### config.mk
export PLATFORM = sky130hd
export DESIGN_NAME = thumbstick_nav_autorepeat_mapper_top
export DESIGN_NICKNAME = d
export VERILOG_FILES = /design/src/sv/tnam_pkg.sv /design/src/sv/tnam_cfg.sv /design/src/sv/tnam_core.sv /design/src/sv/thumbstick_nav_autorepeat_mapper_top.sv
export VERILOG_INCLUDE_DIRS = /design/src /design/src/sv
export SDC_FILE = /design/constraint.sdc
export NUM_CORES = 1
export LEC_CHECK = 0
export BUFFER_PORTS_ARGS = -buffer_cell sky130_fd_sc_hd__buf_2
export CAP_MARGIN = 20
export CORE_AREA = 2 2 183 185
export CTS_BUF_LIST = sky130_fd_sc_hd__clkbuf_8
export CTS_CLUSTER_DIAMETER = 40
export DETAILED_ROUTE_END_ITERATION = 6
export DIE_AREA = 0 0 185 187
export SLEW_MARGIN = 20
export SYNTH_ARGS = -nofsm -noshare
export SYNTH_HDL_FRONTEND = slang
export SYNTH_HIERARCHICAL = 1
export SYNTH_SLANG_ARGS = --single-unit
### constraint.sdc
create_clock -name clk -period 20.3 [get_ports clk]
set_clock_uncertainty 0.2 [all_clocks]
set_input_delay 4.06 -clock clk [delete_from_list [all_inputs] [get_ports clk]]
set_output_delay 4.06 -clock clk [all_outputs]
set_load 0.01 [all_outputs]
### src/sv/thumbstick_nav_autorepeat_mapper_top_assert.svh
// ----------------------------------------------------------------------------
// thumbstick mapper assertion macros
// shared concurrent assertion forms, sampled on clk, off while in reset
// ----------------------------------------------------------------------------
`ifndef THUMBSTICK_NAV_AUTOREPEAT_MAPPER_TOP_ASSERT_SVH
`define THUMBSTICK_NAV_AUTOREPEAT_MAPPER_TOP_ASSERT_SVH

// same-cycle implication
`define TNAM_ASSERT_NOW(label, ante, cons, msg) \
	label: assert property (@(posedge clk) disable iff (!arst_n) (ante) |-> (cons)) \
		else $error(msg);

// next-cycle implication
`define TNAM_ASSERT_NEXT(label, ante, cons, msg) \
	label: assert property (@(posedge clk) disable iff (!arst_n) (ante) |=> (cons)) \
		else $error(msg);

`endif

### src/sv/tnam_pkg.sv
`timescale 1ns / 1ps
// ----------------------------------------------------------------------------
// tnam_pkg
// types, codes and helper functions of the thumbstick mapper
// ----------------------------------------------------------------------------
package tnam_pkg;

	// register indexes
	localparam logic [2:0] REG_UI_MODE        = 3'd0;
	localparam logic [2:0] REG_DEAD_ZONE      = 3'd1;
	localparam logic [2:0] REG_TRIG_THRESHOLD = 3'd2;
	localparam logic [2:0] REG_REPEAT_DELAY   = 3'd3;
	localparam logic [2:0] REG_REPEAT_IVAL    = 3'd4;

	// reset values, 0.6 and 0.5 in unsigned Q0.15
	localparam logic [14:0] DEAD_ZONE_RST      = 15'd19661;
	localparam logic [14:0] TRIG_THRESHOLD_RST = 15'd16384;
	localparam logic [15:0] REPEAT_DELAY_RST   = 16'd400;
	localparam logic [15:0] REPEAT_IVAL_RST    = 16'd150;

	typedef enum logic [2:0] {
		NAV_NONE  = 3'd0,
		NAV_UP    = 3'd1,
		NAV_DOWN  = 3'd2,
		NAV_LEFT  = 3'd3,
		NAV_RIGHT = 3'd4
	} nav_key_t;

	typedef enum logic [1:0] {
		EV_NONE    = 2'd0,
		EV_PRESS   = 2'd1,
		EV_RELEASE = 2'd2
	} key_ev_t;

	// quantised direction, two's complement -1/0/+1
	typedef enum logic [1:0] {
		DIR_ZERO = 2'b00,
		DIR_POS  = 2'b01,
		DIR_NEG  = 2'b11
	} dir_t;

	typedef struct packed {
		logic        ui_mode;
		logic [14:0] dead_zone;
		logic [14:0] trig_level;
		logic [15:0] repeat_delay_ms;
		logic [15:0] repeat_interval_ms;
	} cfg_t;

	typedef struct packed {
		logic signed [15:0] stick_x;
		logic signed [15:0] stick_y;
		logic [14:0]        paddle_pull;
		logic [14:0]        brake_pull;
		logic               jump_button;
		logic               trick_button;
		logic               pause_button;
		logic               menu_button;
		logic [31:0]        now_ms;
	} sample_t;

	typedef struct packed {
		logic signed [15:0] axis_x;
		logic signed [15:0] axis_y;
		logic               paddle_out;
		logic               brake_out;
		logic               charge_out;
		logic               trick_out;
		nav_key_t           nav_key;
		logic               confirm_tap;
		logic               cancel_tap;
		key_ev_t            pause_event;
		key_ev_t            escape_event;
	} result_t;

	// dead zone quantiser, strict compares on both sides
	function automatic dir_t quant(input logic signed [15:0] v, input logic [14:0] dz);
		logic signed [16:0] v_ext;
		logic signed [16:0] dz_pos;
		logic signed [16:0] dz_neg;
		v_ext  = {v[15], v};
		dz_pos = $signed({2'b00, dz});
		dz_neg = -dz_pos;
		if (v_ext > dz_pos) begin
			return DIR_POS;
		end else if (v_ext < dz_neg) begin
			return DIR_NEG;
		end
		return DIR_ZERO;
	endfunction

	// vertical wins over horizontal
	function automatic nav_key_t dir_key(input dir_t dx, input dir_t dy);
		if (dy == DIR_POS) begin
			return NAV_UP;
		end else if (dy == DIR_NEG) begin
			return NAV_DOWN;
		end else if (dx == DIR_NEG) begin
			return NAV_LEFT;
		end else if (dx == DIR_POS) begin
			return NAV_RIGHT;
		end
		return NAV_NONE;
	endfunction

endpackage

### src/sv/tnam_cfg.sv
`timescale 1ns / 1ps
// ----------------------------------------------------------------------------
// tnam_cfg
// configuration registers and mode-change clear pulse
// ----------------------------------------------------------------------------
module tnam_cfg (
	input  logic                clk,
	input  logic                arst_n,
	input  logic                cfg_we,
	input  logic [2:0]          cfg_index,
	input  logic [15:0]         cfg_wdata,
	output tnam_pkg::cfg_t      cfg,
	output logic                mode_clear
);

	tnam_pkg::cfg_t cfg_q;

	// only a real mode flip clears the edge and repeat state
	assign mode_clear = cfg_we && (cfg_index == tnam_pkg::REG_UI_MODE)
		&& (cfg_wdata[0] != cfg_q.ui_mode);

	always_ff @(posedge clk or negedge arst_n) begin
		if (!arst_n) begin
			cfg_q.ui_mode            <= 1'b0;
			cfg_q.dead_zone          <= tnam_pkg::DEAD_ZONE_RST;
			cfg_q.trig_level         <= tnam_pkg::TRIG_THRESHOLD_RST;
			cfg_q.repeat_delay_ms    <= tnam_pkg::REPEAT_DELAY_RST;
			cfg_q.repeat_interval_ms <= tnam_pkg::REPEAT_IVAL_RST;
		end else if (cfg_we) begin
			case (cfg_index)
				tnam_pkg::REG_UI_MODE:        cfg_q.ui_mode            <= cfg_wdata[0];
				tnam_pkg::REG_DEAD_ZONE:      cfg_q.dead_zone          <= cfg_wdata[14:0];
				tnam_pkg::REG_TRIG_THRESHOLD: cfg_q.trig_level         <= cfg_wdata[14:0];
				tnam_pkg::REG_REPEAT_DELAY:   cfg_q.repeat_delay_ms    <= cfg_wdata;
				tnam_pkg::REG_REPEAT_IVAL:    cfg_q.repeat_interval_ms <= cfg_wdata;
				default: begin
				end
			endcase
		end
	end

	assign cfg = cfg_q;

endmodule

### src/sv/tnam_core.sv
`timescale 1ns / 1ps
// ----------------------------------------------------------------------------
// tnam_core
// per-sample mapping logic and its edge, repeat and button state
// ----------------------------------------------------------------------------
module tnam_core (
	input  logic                 clk,
	input  logic                 arst_n,
	input  tnam_pkg::cfg_t       cfg,
	input  logic                 mode_clear,
	input  logic                 fire,
	input  tnam_pkg::sample_t    smp,
	output tnam_pkg::result_t    res
);

	tnam_pkg::dir_t held_x_q, held_y_q, held_x_d, held_y_d;
	logic [31:0]    deadline_q, deadline_d;
	logic           prev_confirm_q, prev_confirm_d;
	logic           prev_cancel_q, prev_cancel_d;
	logic           prev_pause_q, prev_pause_d;
	logic           prev_menu_q, prev_menu_d;
	logic [3:0]     buttons_q, buttons_d;

	tnam_pkg::dir_t dx, dy;
	logic [31:0]    since_deadline;
	logic           cancel_lvl;

	assign dx             = tnam_pkg::quant(smp.stick_x, cfg.dead_zone);
	assign dy             = tnam_pkg::quant(smp.stick_y, cfg.dead_zone);
	assign since_deadline = smp.now_ms - deadline_q;
	assign cancel_lvl     = smp.pause_button | smp.menu_button;

	always_comb begin
		held_x_d       = held_x_q;
		held_y_d       = held_y_q;
		deadline_d     = deadline_q;
		prev_confirm_d = prev_confirm_q;
		prev_cancel_d  = prev_cancel_q;
		prev_pause_d   = prev_pause_q;
		prev_menu_d    = prev_menu_q;
		buttons_d      = buttons_q;

		res              = '0;
		res.nav_key      = tnam_pkg::NAV_NONE;
		res.pause_event  = tnam_pkg::EV_NONE;
		res.escape_event = tnam_pkg::EV_NONE;

		if (cfg.ui_mode) begin
			if ((dx != held_x_q) || (dy != held_y_q)) begin
				held_x_d    = dx;
				held_y_d    = dy;
				deadline_d  = smp.now_ms + {16'd0, cfg.repeat_delay_ms};
				res.nav_key = tnam_pkg::dir_key(dx, dy);
			end else if (((dx != tnam_pkg::DIR_ZERO) || (dy != tnam_pkg::DIR_ZERO))
					&& !since_deadline[31]) begin
				// wrap-safe: deadline reached when the signed difference is not negative
				deadline_d  = smp.now_ms + {16'd0, cfg.repeat_interval_ms};
				res.nav_key = tnam_pkg::dir_key(dx, dy);
			end
			res.confirm_tap = smp.jump_button && !prev_confirm_q;
			prev_confirm_d  = smp.jump_button;
			res.cancel_tap  = cancel_lvl && !prev_cancel_q;
			prev_cancel_d   = cancel_lvl;
		end else begin
			res.axis_x   = smp.stick_x;
			res.axis_y   = $signed({1'b0, smp.brake_pull}) - $signed({1'b0, smp.paddle_pull});
			buttons_d[0] = smp.paddle_pull > cfg.trig_level;
			buttons_d[1] = smp.brake_pull > cfg.trig_level;
			buttons_d[2] = smp.jump_button;
			buttons_d[3] = smp.trick_button;
			if (smp.pause_button != prev_pause_q) begin
				res.pause_event = smp.pause_button ? tnam_pkg::EV_PRESS : tnam_pkg::EV_RELEASE;
				prev_pause_d    = smp.pause_button;
			end
			if (smp.menu_button != prev_menu_q) begin
				res.escape_event = smp.menu_button ? tnam_pkg::EV_PRESS : tnam_pkg::EV_RELEASE;
				prev_menu_d      = smp.menu_button;
			end
		end

		res.paddle_out = buttons_d[0];
		res.brake_out  = buttons_d[1];
		res.charge_out = buttons_d[2];
		res.trick_out  = buttons_d[3];
	end

	always_ff @(posedge clk or negedge arst_n) begin
		if (!arst_n) begin
			held_x_q       <= tnam_pkg::DIR_ZERO;
			held_y_q       <= tnam_pkg::DIR_ZERO;
			deadline_q     <= '0;
			prev_confirm_q <= 1'b0;
			prev_cancel_q  <= 1'b0;
			prev_pause_q   <= 1'b0;
			prev_menu_q    <= 1'b0;
			buttons_q      <= '0;
		end else if (mode_clear) begin
			held_x_q       <= tnam_pkg::DIR_ZERO;
			held_y_q       <= tnam_pkg::DIR_ZERO;
			deadline_q     <= '0;
			prev_confirm_q <= 1'b0;
			prev_cancel_q  <= 1'b0;
			prev_pause_q   <= 1'b0;
			prev_menu_q    <= 1'b0;
		end else if (fire) begin
			held_x_q       <= held_x_d;
			held_y_q       <= held_y_d;
			deadline_q     <= deadline_d;
			prev_confirm_q <= prev_confirm_d;
			prev_cancel_q  <= prev_cancel_d;
			prev_pause_q   <= prev_pause_d;
			prev_menu_q    <= prev_menu_d;
			buttons_q      <= buttons_d;
		end
	end

endmodule

### src/sv/thumbstick_nav_autorepeat_mapper_top.sv
`timescale 1ns / 1ps
// a result passes the input register and then the result register, which holds it until out_ready
// throughput: one sample per cycle while out_ready holds; the state feedback closes within the single mapping stage
// while a result waits, the input register takes one more sample, then in_ready drops
// reset: valids cleared, registers to defaults (game mode), edge, repeat and button state zero
// ----------------------------------------------------------------------------
// thumbstick_nav_autorepeat_mapper_top
// controller sample mapper: menu navigation with auto-repeat, or game axes and key events
// ----------------------------------------------------------------------------
`include "thumbstick_nav_autorepeat_mapper_top_assert.svh"

module thumbstick_nav_autorepeat_mapper_top (
	input  logic               clk,
	input  logic               arst_n,

	// configuration writes
	input  logic               cfg_we,
	input  logic [2:0]         cfg_index,
	input  logic [15:0]        cfg_wdata,

	// sample channel
	input  logic               in_valid,
	output logic               in_ready,
	input  logic signed [15:0] stick_x,
	input  logic signed [15:0] stick_y,
	input  logic [14:0]        paddle_pull,
	input  logic [14:0]        brake_pull,
	input  logic               jump_button,
	input  logic               trick_button,
	input  logic               pause_button,
	input  logic               menu_button,
	input  logic [31:0]        now_ms,

	// result channel
	output logic               out_valid,
	input  logic               out_ready,
	output logic signed [15:0] axis_x,
	output logic signed [15:0] axis_y,
	output logic               paddle_out,
	output logic               brake_out,
	output logic               charge_out,
	output logic               trick_out,
	output logic [2:0]         nav_key,
	output logic               confirm_tap,
	output logic               cancel_tap,
	output logic [1:0]         pause_event,
	output logic [1:0]         escape_event
);

	tnam_pkg::cfg_t    cfg;
	logic              mode_clear;

	logic              valid_s1;
	tnam_pkg::sample_t smp_s1;
	logic              valid_s2;
	tnam_pkg::result_t res_s2;
	tnam_pkg::result_t res;

	logic              adv_s1;   // sample in stage 1 is mapped and moves to the result register
	logic              fire;

	// result register frees up when empty or being taken this cycle
	assign adv_s1   = !valid_s2 || out_ready;
	assign fire     = valid_s1 && adv_s1;
	assign in_ready = !valid_s1 || adv_s1;

	tnam_cfg u_cfg (
		.clk        (clk),
		.arst_n     (arst_n),
		.cfg_we     (cfg_we),
		.cfg_index  (cfg_index),
		.cfg_wdata  (cfg_wdata),
		.cfg        (cfg),
		.mode_clear (mode_clear)
	);

	// input register
	always_ff @(posedge clk or negedge arst_n) begin
		if (!arst_n) begin
			valid_s1 <= 1'b0;
		end else if (in_ready) begin
			valid_s1 <= in_valid;
		end
	end

	always_ff @(posedge clk) begin
		if (in_valid && in_ready) begin
			smp_s1.stick_x      <= stick_x;
			smp_s1.stick_y      <= stick_y;
			smp_s1.paddle_pull  <= paddle_pull;
			smp_s1.brake_pull   <= brake_pull;
			smp_s1.jump_button  <= jump_button;
			smp_s1.trick_button <= trick_button;
			smp_s1.pause_button <= pause_button;
			smp_s1.menu_button  <= menu_button;
			smp_s1.now_ms       <= now_ms;
		end
	end

	// mapping logic plus its state, which commits only when the sample moves on
	tnam_core u_core (
		.clk        (clk),
		.arst_n     (arst_n),
		.cfg        (cfg),
		.mode_clear (mode_clear),
		.fire       (fire),
		.smp        (smp_s1),
		.res        (res)
	);

	// result register
	always_ff @(posedge clk or negedge arst_n) begin
		if (!arst_n) begin
			valid_s2 <= 1'b0;
		end else if (adv_s1) begin
			valid_s2 <= valid_s1;
		end
	end

	always_ff @(posedge clk) begin
		if (fire) begin
			res_s2 <= res;
		end
	end

	assign out_valid    = valid_s2;
	assign axis_x       = res_s2.axis_x;
	assign axis_y       = res_s2.axis_y;
	assign paddle_out   = res_s2.paddle_out;
	assign brake_out    = res_s2.brake_out;
	assign charge_out   = res_s2.charge_out;
	assign trick_out    = res_s2.trick_out;
	assign nav_key      = res_s2.nav_key;
	assign confirm_tap  = res_s2.confirm_tap;
	assign cancel_tap   = res_s2.cancel_tap;
	assign pause_event  = res_s2.pause_event;
	assign escape_event = res_s2.escape_event;

	// input only backs up when both stages are full and the result is stalled
	`TNAM_ASSERT_NOW(a_ready_stall, !in_ready, valid_s1 && valid_s2 && !out_ready, "in_ready low without a full stalled pipe")
	// a held stage-1 sample is not lost while the output stalls
	`TNAM_ASSERT_NEXT(a_s1_hold, valid_s1 && !adv_s1, valid_s1, "stage-1 sample dropped during stall")
	// navigation outputs and game key events never appear together
	`TNAM_ASSERT_NOW(a_mode_excl, out_valid && (nav_key != tnam_pkg::NAV_NONE || confirm_tap || cancel_tap), pause_event == tnam_pkg::EV_NONE && escape_event == tnam_pkg::EV_NONE && axis_x == 16'sd0 && axis_y == 16'sd0, "navigation and game outputs mixed")
	// only defined navigation codes leave the block
	`TNAM_ASSERT_NOW(a_nav_code, out_valid, nav_key <= tnam_pkg::NAV_RIGHT, "undefined nav_key code")

endmodule

## Word level (Yosys, flattened, before mapping)

Cells that the tools add are included.
W data, S select, Z words.

- Output and inout port bits: 47
- Bits of input ports: 122
- Word-level logic and storage cells: 159
- Bits in registers: 252

- Add/sub/neg operators: 5
- Equality and inequality tests: 14
- Bitwise logic cells: 4
- Muxes and demuxes: 57
- Reduce and logical (&&, ||, !) cells: 38
- Magnitude comparators: 6

Operators with widths:

| operator | number |
|---|---|
| $mux W32 | 5 |
| $add A32 B16 Y32 | 2 |
| $lt A16 B17 Y1 | 2 |
| $gt A16 B16 Y1 | 2 |
| $mux W2 | 16 |
| $sub A32 B32 Y32 | 1 |
| $gt A15 B15 Y1 | 2 |
| $mux W1 | 27 |
| $mux W3 | 8 |
| $neg A15 Y17 | 1 |
| $sub A15 B15 Y16 | 1 |
| $reduce_and A2 Y1 | 7 |
| $reduce_bool A2 Y1 | 7 |
| $reduce_and A3 Y1 | 4 |
| $logic_and A1 B1 Y1 | 7 |
| $eq A3 B2 Y1 const B | 2 |
| $logic_not A1 Y1 | 5 |
| $eq A2 B1 Y1 const B | 2 |
| $eq A2 B2 Y1 const B | 2 |
| $logic_or A1 B1 Y1 | 4 |
| $mux W4 | 1 |
| $ne A2 B2 Y1 | 2 |
| $reduce_or A2 Y1 | 2 |
| $eq A3 B1 Y1 const B | 1 |
| other kinds (7) | 11 |

## Longest topological paths before layout

- Word-level depth: 16
- Gate-level depth with buffers: 30
- Gate-level depth less buffers: 28

## Cells and area by module

Netlist, hierarchy kept.

By module, submodules not included:

| module | sequential area each (sq um) | area each (sq um) | times used | cells each |
|---|---|---|---|---|
| tnam_core | 1101.1 | 7581.0 | 1 | 926 |
| thumbstick_nav_autorepeat_mapper_top | 4344.2 | 4398.0 | 1 | 151 |
| tnam_cfg | 1596.5 | 2596.2 | 1 | 140 |

## Least setup slack after synthesis

No wires, ideal clock.

- Path type: input port to output port
- Start point: input port out_ready
- End point: output port in_ready
- Required time: 16.040 ns
- Arrival: 4.213 ns
- Stages: 1
- Setup slack: 11.827 ns
- Path buffers: 0
- Cells stage by stage: nand3b_4

- Longest elaborated chain between the ends: 2

Ends and longest elaborated chain:

| element | RTL line | text |
|---|---|---|
| from (decl) | thumbstick_nav_autorepeat_mapper_top.sv:36 | `input logic out_ready,` |
| $logic_or A1 B1 Y1 | thumbstick_nav_autorepeat_mapper_top.sv:63 | `assign adv_s1 = !valid_s2 \|\| out_ready;` |
| $logic_or A1 B1 Y1 | thumbstick_nav_autorepeat_mapper_top.sv:65 | `assign in_ready = !valid_s1 \|\| adv_s1;` |
| to (decl) | thumbstick_nav_autorepeat_mapper_top.sv:23 | `output logic in_ready,` |

No other way between the ends.

## Worst setup path after layout

Same ends and word-level chain as after synthesis.

==> impl_results.md <==
* Vias in the first global route at 10100
* Mapped cell area at 0.0146 mm^2
* ANT nets after route at 0
* Worst reg2reg startpoint: u_cfg/cfg[48]
* Ranking of synthesized cells by area: edfxtp_1 29%, dfrtp_1 16%, ha_1 14%, mux2_4 3.1%, a21oi_1 3.0%
* Count leader, synth: ha_1
* Final #Nets at 1692
* Top-area cell type share of the netlist area at 29.5%
* Initial drt markers at 460
* GRT overflow at 0
* Final hold viol count at 0
* Min Tclk post-route at 8.71 ns
* CTS root buf: clkbuf_8
* Initial antenna violation count at 2
* Crit path required time at 16.04 ns
* Status: completed
* Cell Pwr Density at 108 mW/mm^2
* First-pass GRT wire length at 53400 um
* Final max-slew violation count at 0
* GR Util All Layers at 19.8%
* # DRC at 0
* Number of flops mapped to enable cells by yosys at 143
* Final worst path period share at 42.9%
* Share of cells above drive strength 1 at 25.6%
* Post-Place Cell Area at 0.0158 mm^2
* Cell Rows at 67
* Post-synthesis register bit count at 252
* Commonest cells in the netlist: 158 x ha_1, 143 x edfxtp_1, 104 x inv_1, 93 x dfrtp_1, 87 x a21oi_1
* Static leakage at 7.45 nW
* Setup slack, reg-to-reg at 11.99 ns
* Worst hold start: u_cfg/cfg[29]
* Detailed-router iteration count before antenna repair at 5
* Synth area leader: edfxtp_1
* Worst Hold Class: flop to flop
* Syn Nets at 1499
* Setup_tns at 0 ns
* WL per Instance at 17.7 um
* TritonCTS clock tree: yes
* Clk_lat worst skew at 0.61 ns
* CP max FO at 3
* Library cells used by synthesis at 80
* Die Width at 185 um
* Final Routed Wirelength at 33600 um
* Async set-reset flop share out of synthesis at 43.3%
* CP Launch Type: primary input
* Postcts setup bufs at 0
* HPWL Detailed at 24000 um
* Clock Path Buffers at 3
* Slew margin rel. at 23.1%
* Initial core utilization at 44.4%
* Seq/Total Area, Yosys at 48.3%
* Port Buf Inserts at 168
* Cts hold-fix bufs at 0
* Synth Flop Type: edfxtp_1
* Final instance area at 0.0169 mm^2
* Final GP Congestion at 0.848
* Critical path arrival at 4.45 ns
* H-tree levels at 2
* WHS Path Cells at 1
* R2r endpoint: u_core/deadline_q[25]
* R2R depth at 26
* Clk slew on worst S/H paths at 0.06 ns
* TritonCTS Buffers at 49
* Largest net degree at the start of global routing at 64
* RSZ-0062 raised after global routing: false
* Peak Freq at 0.115 GHz
* IO Pins at 169
* Worst Hold End: u_cfg/cfg[29]
* Max_cap viols at 0
* DR vias at 9884
* Setup crit end kind: output port
* Area Growth Syn to Fin at 15.7%
* Critical path type: primary input to output port
* Core ar. at 0.0329 mm^2
* Clk sinks at 252
* Mapped Cells at 1217
* Setup violators final at 0
* Die H at 187 um
* Routed vias/inst at 5.20
* VDD IR max at 63.0 uV
* Synth Warn # at 6
* Cts repair resizes at 0
* Worst-margin pin slew at 1.15 ns
* Fill cells at 3028
* Die ar. at 0.0346 mm^2
* Mean post-synth cell area at 12.0 um^2
==> kinds of logic (layout without fill, tap and decap cells) <==
group | Yosys count | in the layout | share of synthesized area, %
compound gates | 270 | 270 | 12.8
simple gates | 255 | 255 | 9.77
flops | 252 | 252 | 48.3
fa+ha+maj | 160 | 160 | 13.8
buf+inv | 137 | 369 | 4.26
mux | 88 | 88 | 7.54
xor+xnor | 55 | 55 | 3.49
other cells | 0 | 2 | 0
==> metrics by stage <==
step | util [%] | cells | setup slack, ns | power [mW] | hold WS, ns
floorplan | - | 1217 | 11.83 | 1.15 | 0.273
global placement | 48.1 | 1807 | 11.59 | 1.28 | 0.283
detailed placement | 48.1 | 1807 | 11.58 | 1.30 | 0.288
CTS | 51.3 | 1897 | 11.58 | 1.86 | 0.303
global route | 51.3 | 1899 | 11.30 | 1.96 | 0.316
finish | 51.3 | 1899 | 11.59 | 1.83 | 0.300
==> power breakdown <==
part	internal [mW]	switching, mW	total [mW]
combinational	0.267	0.311	0.578
clock	0.313	0.225	0.538
sequential	0.653	0.0602	0.713
==> placed cells by master (no fill, tap or decap), types with 6 or more instances in the layout <==
master / netlist / routed
buf_2: 4 / 167
clkinv_1: 0 / 7
xor2_1: 16 / 16
a211oi_1: 16 / 16
mux2_1: 16 / 16
dfstp_2: 16 / 16
o21a_1: 28 / 28
mux2_4: 30 / 30
a21oi_1: 87 / 87
or3_1: 7 / 7
and2_1: 10 / 7
xnor2_1: 37 / 37
a21o_1: 20 / 20
nand2_1: 41 / 41
and4_1: 8 / 8
nand2b_1: 15 / 15
clkbuf_8: 0 / 55
buf_4: 2 / 8
edfxtp_1: 143 / 143
o21ai_0: 28 / 28
nand4_1: 14 / 14
nand3_1: 27 / 27
and3_1: 9 / 9
inv_1: 104 / 118
dfrtp_1: 93 / 92
nor2_1: 51 / 51
nor2b_1: 31 / 31
a211oi_2: 16 / 16
o31ai_1: 6 / 6
o21ai_1: 13 / 13
ha_1: 158 / 158
o21bai_1: 9 / 9
o211ai_1: 6 / 6
nor3_1: 13 / 13
mux2_2: 38 / 38
==> registers in the layout, indices dropped and copies added, names as in the netlist, 2 cells and up <==
signal	flops
smp_s1	98
u_cfg/cfg	63
u_core/deadline_q	32
axis_x	16
axis_y	16
u_core/buttons_q	4
nav_key	3
escape_event	2
pause_event	2
u_core/held_x_q	2
u_core/held_y_q	2
==> worst max path at each step <==
stage                              from               endpoint  slack [ns]
after CTS                     out_ready               in_ready       11.58
after detailed placement      out_ready               in_ready       11.58
final                         out_ready               in_ready       11.59
after global routing      u_cfg/cfg[48]  u_core/deadline_q[27]       11.30
after floorplan               out_ready               in_ready       11.83
after global placement        out_ready               in_ready       11.59
==> area by class of cell <==
type,count,area (um^2),share of cell area (%)
Antenna cell,2,5.00,0.0297
Timing Repair Buffer,175,896,5.31
Inverter,104,390,2.32
Tap cell,448,561,3.33
Multi-Input combinational cell,828,6920,41.0
Sequential cell,252,7040,41.8
Clock inverter,35,289,1.71
Clock buffer,55,757,4.49
==> routing by layer <==
metal	GRT usage [%]	up-vias	wire length [um]	part of all wire, %
li1	-	4873	-	-
met1	25.9	4723	15200	45
met2	32.6	235	15800	47
met3	4.13	53	1730	5.2
met4	6.56	0	765	2.3
met5	0	-	0	0
==> critical path, cell delays in order <==
cell      delay [ns]
buf_2           0.10
nand3b_4        0.15
buf_2           0.14
Note: power is estimated with default switching activity, not from simulation.
